`config.mk`:
```
export PLATFORM = sky130hd
export DESIGN_NAME = overwrite_ring_fifo_average_top
export DESIGN_NICKNAME = d
export VERILOG_FILES = /design/src/rtl/ofa_pkg.sv /design/src/rtl/ofa_ring_mem.sv /design/src/rtl/ofa_div.sv /design/src/rtl/overwrite_ring_fifo_average_top.sv
export SDC_FILE = /design/constraint.sdc
export NUM_CORES = 1
export LEC_CHECK = 0
export BUFFER_PORTS_ARGS = -buffer_cell sky130_fd_sc_hd__buf_2
export CORE_MARGIN = 4
export CORE_UTILIZATION = 55
export DETAILED_ROUTE_END_ITERATION = 6
export GPL_ROUTABILITY_DRIVEN = 1
export PLACE_DENSITY = 0.73
export SYNTH_ARGS = -nofsm -noshare
export SYNTH_HDL_FRONTEND = slang
export SYNTH_SLANG_ARGS = --single-unit
```
`constraint.sdc`:
```
create_clock -name clk -period 4.81 [get_ports clk]
set_input_delay 0.962 -clock clk [delete_from_list [all_inputs] [get_ports clk]]
set_output_delay 0.962 -clock clk [all_outputs]
set_load 0.1 [all_outputs]
```
`src/rtl/ofa_pkg.sv`:
```
// Shared types and constants for the overwrite ring FIFO with running mean.
// No dependencies; imported by every module of the block.
package ofa_pkg;

	localparam int unsigned DEPTH_DEF = 5;
	localparam int unsigned TAG_W     = 10;
	localparam int unsigned RATE_W    = 8;
	localparam int unsigned MEAN_W    = 8;
	localparam int unsigned FILL_W    = 3;

	localparam logic CMD_INSERT = 1'b0;
	localparam logic CMD_REMOVE = 1'b1;

	localparam logic STATUS_OK    = 1'b0;
	localparam logic STATUS_EMPTY = 1'b1;

	typedef struct packed {
		logic [TAG_W-1:0]  tag;
		logic [RATE_W-1:0] rate;
	} entry_t;

endpackage

```
`src/rtl/ofa_ring_mem.sv`:
```
// Ring storage: one write port, one read port, registered read data.
// Depends on ofa_pkg (entry_t).
module ofa_ring_mem #(
	parameter int unsigned DEPTH = ofa_pkg::DEPTH_DEF,
	parameter int unsigned AW    = 3
) (
	input  logic            clk,
	input  logic            we,
	input  logic [AW-1:0]   waddr,
	input  ofa_pkg::entry_t wdata,
	input  logic [AW-1:0]   raddr,
	output ofa_pkg::entry_t rdata
);
	import ofa_pkg::*;

	entry_t mem_q [DEPTH];

	always_ff @(posedge clk) begin
		if (we) begin
			mem_q[waddr] <= wdata;
		end
	end

	always_ff @(posedge clk) begin
		rdata <= mem_q[raddr];
	end

endmodule

```
`src/rtl/ofa_div.sv`:
```
// Restoring divider, one quotient bit per cycle; quotient is known to fit MEAN_W bits.
// Depends on ofa_pkg (MEAN_W).
module ofa_div #(
	parameter int unsigned NW = 12,
	parameter int unsigned DW = 4
) (
	input  logic                       clk,
	input  logic                       arst_n,
	input  logic                       start,
	input  logic [NW-1:0]              num,
	input  logic [DW-1:0]              den,
	output logic                       done,
	output logic [ofa_pkg::MEAN_W-1:0] quot
);
	import ofa_pkg::*;

	localparam int unsigned WW = (NW > DW + MEAN_W - 1) ? NW : DW + MEAN_W - 1;
	localparam int unsigned KW = (MEAN_W > 1) ? $clog2(MEAN_W) : 1;
	localparam logic [KW-1:0] K_LAST = KW'(MEAN_W - 1);

	logic              run_q;
	logic              done_q;
	logic [KW-1:0]     cnt_q;
	logic [WW-1:0]     rem_q;
	logic [WW-1:0]     dsh_q;
	logic [MEAN_W-1:0] quot_q;
	logic              ge;

	assign ge = rem_q >= dsh_q;

	always_ff @(posedge clk or negedge arst_n) begin
		if (!arst_n) begin
			run_q  <= 1'b0;
			done_q <= 1'b0;
			cnt_q  <= '0;
		end else begin
			done_q <= 1'b0;
			if (start) begin
				run_q <= 1'b1;
				cnt_q <= '0;
			end else if (run_q) begin
				cnt_q <= cnt_q + 1'b1;
				if (cnt_q == K_LAST) begin
					run_q  <= 1'b0;
					done_q <= 1'b1;
				end
			end
		end
	end

	// divisor starts aligned to the top quotient bit and walks down
	always_ff @(posedge clk) begin
		if (start) begin
			rem_q <= WW'(num);
			dsh_q <= WW'(den) << (MEAN_W - 1);
		end else if (run_q) begin
			if (ge) begin
				rem_q <= rem_q - dsh_q;
			end
			dsh_q  <= dsh_q >> 1;
			quot_q <= {quot_q[MEAN_W-2:0], ge};
		end
	end

	assign done = done_q;
	assign quot = quot_q;

endmodule

```
`src/rtl/overwrite_ring_fifo_average_top.sv`:
```
// Overwrite ring FIFO with running mean: one transaction at a time.
// Remove: result strobe from ST_READ; the next start is taken back in ST_IDLE.
// Insert: result strobe in ST_DIV once the 8-step divider finishes, and the next
// start is taken back in ST_IDLE. The receiver cannot stall; done lasts one cycle.
// Reset clears indices, count and running sum; ring contents stay unwritten.
// Depends on ofa_pkg, ofa_ring_mem, ofa_div.
module overwrite_ring_fifo_average_top #(
	parameter int unsigned DEPTH = ofa_pkg::DEPTH_DEF
) (
	input  logic                       clk,
	input  logic                       arst_n,
	input  logic                       start,
	output logic                       busy,
	input  logic                       cmd,
	input  logic [ofa_pkg::TAG_W-1:0]  item_tag,
	input  logic [ofa_pkg::RATE_W-1:0] rate_value,
	output logic                       done,
	output logic                       status,
	output logic [ofa_pkg::MEAN_W-1:0] mean_rate,
	output logic [ofa_pkg::TAG_W-1:0]  removed_tag,
	output logic [ofa_pkg::RATE_W-1:0] removed_rate,
	output logic [ofa_pkg::FILL_W-1:0] fill_level
);
	import ofa_pkg::*;

	localparam int unsigned AW = (DEPTH > 1) ? $clog2(DEPTH) : 1;
	localparam int unsigned CW = $clog2(DEPTH + 1);
	localparam int unsigned SW = RATE_W + CW;
	localparam int unsigned NW = SW + 1;
	localparam int unsigned DW = CW + 1;
	localparam logic [AW-1:0] IDX_LAST = AW'(DEPTH - 1);
	localparam logic [CW-1:0] CNT_FULL = CW'(DEPTH);

	localparam logic [1:0] ST_IDLE = 2'd0;
	localparam logic [1:0] ST_READ = 2'd1;
	localparam logic [1:0] ST_DIV  = 2'd2;

	logic [1:0]        state_q;
	logic [AW-1:0]     head_q;
	logic [AW-1:0]     tail_q;
	logic [CW-1:0]     count_q;
	logic [SW-1:0]     sum_q;
	logic              cmd_q;
	logic [TAG_W-1:0]  tag_q;
	logic [RATE_W-1:0] rate_q;

	logic              done_q;
	logic              status_q;
	logic [MEAN_W-1:0] mean_q;
	logic [TAG_W-1:0]  rtag_q;
	logic [RATE_W-1:0] rrate_q;

	entry_t            rd_entry;
	entry_t            wr_entry;
	logic              mem_we;
	logic              full;
	logic [CW-1:0]     ins_count;
	logic [SW-1:0]     ins_sum;
	logic [AW-1:0]     head_nxt;
	logic [AW-1:0]     tail_nxt;
	logic              div_start;
	logic              div_done;
	logic [MEAN_W-1:0] div_quot;
	logic [NW-1:0]     div_num;
	logic [DW-1:0]     div_den;

	assign full      = count_q == CNT_FULL;
	assign head_nxt  = (head_q == IDX_LAST) ? '0 : head_q + 1'b1;
	assign tail_nxt  = (tail_q == IDX_LAST) ? '0 : tail_q + 1'b1;
	// a full ring drops its oldest rate before the new one goes in
	assign ins_count = full ? count_q : count_q + 1'b1;
	assign ins_sum   = sum_q - (full ? SW'(rd_entry.rate) : '0) + SW'(rate_q);
	assign div_num   = {ins_sum, 1'b0} + NW'(ins_count);
	assign div_den   = {ins_count, 1'b0};
	assign div_start = (state_q == ST_READ) && (cmd_q == CMD_INSERT);
	assign mem_we    = div_start;
	assign wr_entry  = '{tag: tag_q, rate: rate_q};

	ofa_ring_mem #(
		.DEPTH (DEPTH),
		.AW    (AW)
	) u_mem (
		.clk   (clk),
		.we    (mem_we),
		.waddr (tail_q),
		.wdata (wr_entry),
		.raddr (head_q),
		.rdata (rd_entry)
	);

	ofa_div #(
		.NW (NW),
		.DW (DW)
	) u_div (
		.clk    (clk),
		.arst_n (arst_n),
		.start  (div_start),
		.num    (div_num),
		.den    (div_den),
		.done   (div_done),
		.quot   (div_quot)
	);

	always_ff @(posedge clk) begin
		if (state_q == ST_IDLE && start) begin
			cmd_q  <= cmd;
			tag_q  <= item_tag;
			rate_q <= rate_value;
		end
	end

	always_ff @(posedge clk or negedge arst_n) begin
		if (!arst_n) begin
			state_q  <= ST_IDLE;
			head_q   <= '0;
			tail_q   <= '0;
			count_q  <= '0;
			sum_q    <= '0;
			done_q   <= 1'b0;
			status_q <= STATUS_OK;
			mean_q   <= '0;
			rtag_q   <= '0;
			rrate_q  <= '0;
		end else begin
			done_q <= 1'b0;
			case (state_q)
				ST_IDLE: begin
					if (start) begin
						state_q <= ST_READ;
					end
				end
				ST_READ: begin
					if (cmd_q == CMD_INSERT) begin
						if (full) begin
							head_q <= head_nxt;
						end
						tail_q  <= tail_nxt;
						count_q <= ins_count;
						sum_q   <= ins_sum;
						state_q <= ST_DIV;
					end else begin
						done_q  <= 1'b1;
						mean_q  <= '0;
						state_q <= ST_IDLE;
						if (count_q == '0) begin
							status_q <= STATUS_EMPTY;
							rtag_q   <= '0;
							rrate_q  <= '0;
						end else begin
							status_q <= STATUS_OK;
							rtag_q   <= rd_entry.tag;
							rrate_q  <= rd_entry.rate;
							head_q   <= head_nxt;
							count_q  <= count_q - 1'b1;
							sum_q    <= sum_q - SW'(rd_entry.rate);
						end
					end
				end
				ST_DIV: begin
					if (div_done) begin
						done_q   <= 1'b1;
						status_q <= STATUS_OK;
						mean_q   <= div_quot;
						rtag_q   <= '0;
						rrate_q  <= '0;
						state_q  <= ST_IDLE;
					end
				end
				default: begin
					state_q <= ST_IDLE;
				end
			endcase
		end
	end

	assign busy         = state_q != ST_IDLE;
	assign done         = done_q;
	assign status       = status_q;
	assign mean_rate    = mean_q;
	assign removed_tag  = rtag_q;
	assign removed_rate = rrate_q;
	assign fill_level   = FILL_W'(count_q);

endmodule
```
Word level (Yosys, flattened, before mapping)
Memories as Yosys holds them, arrays and structs flattened. A register that Yosys moved wholly into a read port is not among the register bits.
Cells that the tools add are included.
Storage, ports and cells
  flip-flop bits (word level): 105
  input bits: 22
  word-level logic and storage cells: 108
  memory bits (read-only): 0
  memories kept: 1
  output and inout bits: 32
  RAM bits: 90
  bits in latches: 0
Operators by class
  magnitude comparators: 1
  add/sub/neg operators: 10
  shift operators: 0
  equality and inequality tests: 10
  bitwise gates (word level): 2
  mux-type cells: 48
  div/mod/pow operators: 0
  reductions and logical operators: 16
  multipliers: 0
Memories
  u_mem.mem_q: words 5, bits a word 18, rd ports 1, clocked after memory_dff 1, write ports 1, line ofa_ring_mem.sv:16  | entry_t mem_q [DEPTH];
Operators by type and width (number)
  8-bit two-way mux: 6
  11-bit two-way mux: 4
  12-bit two-way mux: 3
  8-bit case mux with 2 select lines: 2
  10-bit two-way mux: 3
  3-bit two-way mux: 10
  11-bit by 8-bit subtractor with 11-bit output: 2
  10-bit case mux with 2 select lines: 1
  1-bit two-way mux: 13
  12-bit by 3-bit adder with 12-bit output: 1
  3-bit by 1-bit adder with 3-bit output, second input constant: 4
  3-bit == test, second input constant: 4
  12-bit by 11-bit greater-or-equal comparator with 1-bit output: 1
  12-bit by 11-bit subtractor with 12-bit output: 1
  11-bit by 8-bit adder with 11-bit output: 1
  2-bit AND reduction: 5
  2-bit nonzero test: 5
  2-bit two-way mux: 3
  2-bit inequality test, second input constant: 3
  2-bit case mux with 3 select lines: 1
  3-bit AND reduction: 2
  1-bit case mux with 2 select lines: 2
  3-bit zero test: 1
  3-bit by 1-bit subtractor with 3-bit output, second input constant: 1
  6 further kinds: 8

Logic depth before layout (Yosys ltp)
  word-level depth: 6
  gate-level depth with buffers: 17
  depth with buffers taken out: 15

Modules after synthesis
A second synthesis with hierarchy kept.
Unflattened totals
  cells, all modules: 857
  area total of the unflattened synthesis: 10247.3 um^2
Modules (own cells, without submodules)
  overwrite_ring_fifo_average_top: cells an instance 449, instances 1, area each 4206.5 um^2
  ofa_ring_mem: cells an instance 219, instances 1, area each 4076.4 um^2
  ofa_div: cells an instance 189, instances 1, area each 1964.4 um^2

Worst setup path after synthesis
No wires, ideal clock.
  path type: register to register
  from: register count_q[1], in the netlist fill_level[1]
  to: register u_div.rem_q[11] (data pin)
  stages on the path, launching flop included: 17
  setup slack: 0.374 ns
  arrival: 4.168 ns
  setup time: 0.268 ns
  clock period less this slack: 4.436 ns
  cells stage by stage: dfrtp_1 -> inv_1 -> ha_1 -> nand2_1 -> clkbuf_1 -> nor2_1 -> fa_1 -> inv_1 -> fa_1 -> a21oi_1 -> o22ai_1 -> or4_1 -> nand3_1 -> nor2_1 -> nand4_1 -> xnor2_1 -> mux2i_1
Between the ends
  longest elaborated chain between the ends: 6
RTL lines
  from (decl): line overwrite_ring_fifo_average_top.sv:41  | logic [CW-1:0] count_q;
  from (signal assigned): line overwrite_ring_fifo_average_top.sv:138  | count_q <= ins_count;
  from (signal assigned): line overwrite_ring_fifo_average_top.sv:154  | count_q <= count_q - 1'b1;
  3-bit == test: line overwrite_ring_fifo_average_top.sv:67  | assign full = count_q == CNT_FULL;
  8-bit two-way mux: line overwrite_ring_fifo_average_top.sv:72  | assign ins_sum = sum_q - (full ? SW'(rd_entry.rate) : '0) + SW'(rate_q);
  11-bit by 8-bit subtractor with 11-bit output: line overwrite_ring_fifo_average_top.sv:72
  11-bit by 8-bit adder with 11-bit output: line overwrite_ring_fifo_average_top.sv:72
  12-bit by 3-bit adder with 12-bit output *: line overwrite_ring_fifo_average_top.sv:73  | assign div_num = {ins_sum, 1'b0} + NW'(ins_count);
  12-bit two-way mux *: line ofa_div.sv:53  | if (start) begin
  to (signal assigned): line ofa_div.sv:54  | rem_q <= WW'(num);
  to (signal assigned): line ofa_div.sv:58  | rem_q <= rem_q - dsh_q;
  to (decl): line ofa_div.sv:24  | logic [WW-1:0] rem_q;
Every way passes the cells marked *; elsewhere a longest branch is shown, timed or not.
A chain may end at the register's enable or synchronous reset.

Final worst setup path
Ends and elaborated chain as after synthesis.

==> summary.txt <==
Floorplan
  • Core Rows: 48
  • Die width: 141 um
  • Initial Util: 56.4%
  • # IOs: 54
  • Core Region: 0.0174 mm2
  • Die area: 0.0200 mm2
  • Die height: 141 um

Synth
  • Syn Inst Count: 790
  • Syn Area/Cell: 12.4 um2
  • Register area share after synthesis: 59.8%
  • Share of synthesized registers carrying an async set or reset: 25.8%
  • Synth Flop Type: edfxtp_1
  • Post-synth EDFFs: 132
  • Yosys top cell by area: edfxtp_1
  • Yosys warns: 0
  • Top-count cell post-synth: edfxtp_1
  • Synth top area share: 40.5%
  • Synth top cells by count: edfxtp_1, nand2_1, inv_1
  • Syn Nets: 869
  • Count of state elements after synthesis: 213
  • Mapped Area: 0.00979 mm2
  • Area contributors post-synth: edfxtp_1, dfrtp_1, ha_1
  • Yosys cell types: 55

CTS
  • CTS tree: yes
  • Post-cts resize count: 0
  • Post-CTS setup buffers: 0
  • Clk buf depth: 3
  • CTS root buffer: clkbuf_16
  • TritonCTS buffer count: 22
  • CTS H-tree lvls: 1
  • Hold Buf Count CTS: 0
  • Clk slew on worst S/H paths: 0.06 ns
  • Num Clock Sinks: 213
  • Clk_lat worst skew: 0.51 ns

Worst hold path
  • Worst min path class: input pin to asynchronous set/reset pin

Setup path
  • Crit path capture: u_div.rem_q[11]
  • CP Max Fanout: 14
  • Worst EP required: 5.05 ns
  • WP data arrival: 4.31 ns
  • Crit Path Class: flip-flop to flip-flop
  • Origin of the worst setup path: fill_level[1]
  • Reg-to-reg startpoint: fill_level[1]
  • CP Launch Type: flip-flop
  • Worst reg-to-reg path cell count: 15
  • Reg-to-Reg End: u_div.rem_q[11]
  • Critical Path Sink Type: flip-flop
  • FF-to-FF setup slack: 0.75 ns

Timing
  • Max Slew Vio Count: 0
  • Hold_ws: 0.414 ns
  • Unrepaired setup endpoints after global routing: no
  • Final min period: 4.06 ns
  • Accumulated negative setup slack: 0 ns
  • Slew @ Worst Pin: 1.23 ns
  • Finish-stage setup viols: 0
  • Skew final: 0.0107 ns
  • Max-slew headroom: 17.9%
  • Final Hold Fails: 0
  • Fmax: 0.246 GHz
  • Final period utilization: 84.5%

Detailed routing
  • DR vias: 6097
  • Detailed-route DRC error count: 0
  • Router iterations before antenna repair: 5
  • Initial DRC count: 529
  • Detailed Route WL: 19900 um
  • Per-cell routed wire length: 18.3 um
  • Final ANT Viol Nets: 0
  • Drt via density: 5.59

Global routing
  • First-pass GRT wire length: 32500 um
  • Largest net degree at the start of global routing: 55
  • Vias in the first global route: 6352
  • Gr ovfl total: 0
  • GRT Overall Usage: 20.3%
  • Initial antenna violation count: 0

Layout
  • FILL cells: 1253
  • Nets: 928
  • Synthesis-to-finish area growth: 12.9%
  • Share of layout cells above drive strength 1: 16.3%
  • Final core occ: 63.7%
  • FF+latch area: 0.00586 mm2
  • Multi-input gate area: 0.00358 mm2
  • # diodes: 0

Power and ir drop
  • Maximum vdd drop: 0.263 mV
  • PD cells: 328 mW/mm2
  • Static leakage: 4.47 nW

Placement
  • Gp weighted congestion: 0.897
  • PortBufs: 53
  • Hpwl dp: 13400 um

Outcome
  • Status: finished, final reports clean

Job
  • Max Cap Violations: 0
-- cell type report --
class	instances	share of cell area [%]
clock inverters	15	1.43
clock buffers	25	5.08
well taps	225	2.55
flip-flops and latches	213	53.0
multi-input cells	476	32.4
inverters	74	2.51
repair buffers	62	3.01
-- registers in the layout, indices dropped and copies added, names as in the netlist --
name	flops
u_div.rem_q	12
state_q	2
cmd_q	1
status	1
sum_q	11
mean_rate	8
u_div.done	1
u_div.cnt_q	3
u_mem.mem_q	90
u_mem.rdata	18
u_div.quot	8
u_div.dsh_q	11
removed_tag	10
tail_q	3
done	1
u_div.run_q	1
fill_level	3
head_q	3
removed_rate	8
rate_q	8
tag_q	10
-- cell families after synthesis --
| logic type | after synthesis | share of synthesized area, % |
|---|---|---|
| DFF | 213 | 59.8 |
| muxes | 51 | 7.75 |
| and+or+nand+nor | 193 | 8.48 |
| xor gates and xnor gates | 30 | 2.76 |
| buffers and inverters | 101 | 3.91 |
| AOI/OAI and AO/OA | 145 | 9.13 |
| adders and majority gates | 57 | 8.12 |
-- critical path, stage by stage, from the launching register on --
cell and delay [ns]:
dfrtp_1 0.42, inv_1 0.14, ha_1 0.23, nand2_1 0.38, nor2_1 0.11, fa_1 0.50, inv_1 0.06, fa_1 0.45
a21oi_1 0.24, o22ai_1 0.14, or4_1 0.47, nand3_1 0.16, nor2_1 0.09, nand4_1 0.14, xnor2_1 0.15, mux2i_1 0.11
-- power breakdown --
part           leakage [nW]  switching, W  internal [W]  total [W]
logic                  2.03     0.0000124    0.00000643  0.0000188
registers              2.09             0       0.00193    0.00193
clock network         0.343      0.000685       0.00100    0.00169
-- through the flow --
step / area (um2) / std cells / setup slack [ns] / total power (W)
after detailed placement: 10300 / 1050 / 0.827 / 0.00198
after global routing: 11100 / 1090 / 0.551 / 0.00374
after CTS: 11100 / 1090 / 0.806 / 0.00367
after floorplan: 9790 / 790 / 0.374 / 0.00196
after global placement: 10300 / 1050 / 1.07 / 0.00198
final: 11100 / 1090 / 0.746 / 0.00363
-- cells in the final DEF, fill, tap and decap left out, types with 4 or more instances in the layout --
master     count
o21a_1         4
a22oi_1        5
nor2_1        53
a21oi_1       28
nor3_1         9
xor2_1        12
xnor2_1       17
fa_1          11
mux2_2        19
and3_1         5
a21o_1        16
mux2i_1       14
inv_1         73
mux4_2        18
buf_2         53
clkinv_1       8
ha_1          46
dfxtp_1       26
edfxtp_1     132
nor2_2         4
clkbuf_16     22
nor2b_1        7
nand3_1        6
nand4_1        5
buf_4          9
o21ai_1        5
nand2_1       90
o21ai_0       56
dfrtp_1       55
-- per-layer routing --
metal	up-vias	track usage, %	wire length (um)
met5	-	0	0
met4	0	6.36	514
met3	43	3.51	1030
met2	158	34.1	9740
met1	2983	27.3	8640
li1	2913	-	-
-- worst min path at each step --
stage	startpoint	end	slack, ns	cells past startpoint
finish	arst_n	mean_rate[0]	0.41	1
global route	arst_n	mean_rate[0]	0.44	1
CTS	arst_n	mean_rate[0]	0.41	1
detailed placement	u_mem.rdata[13]	removed_tag[5]	0.43	2
global placement	u_mem.rdata[16]	removed_tag[8]	0.42	2
floorplan	u_mem.rdata[8]	removed_tag[0]	0.42	2
Note: power is estimated with default switching activity, not from simulation.
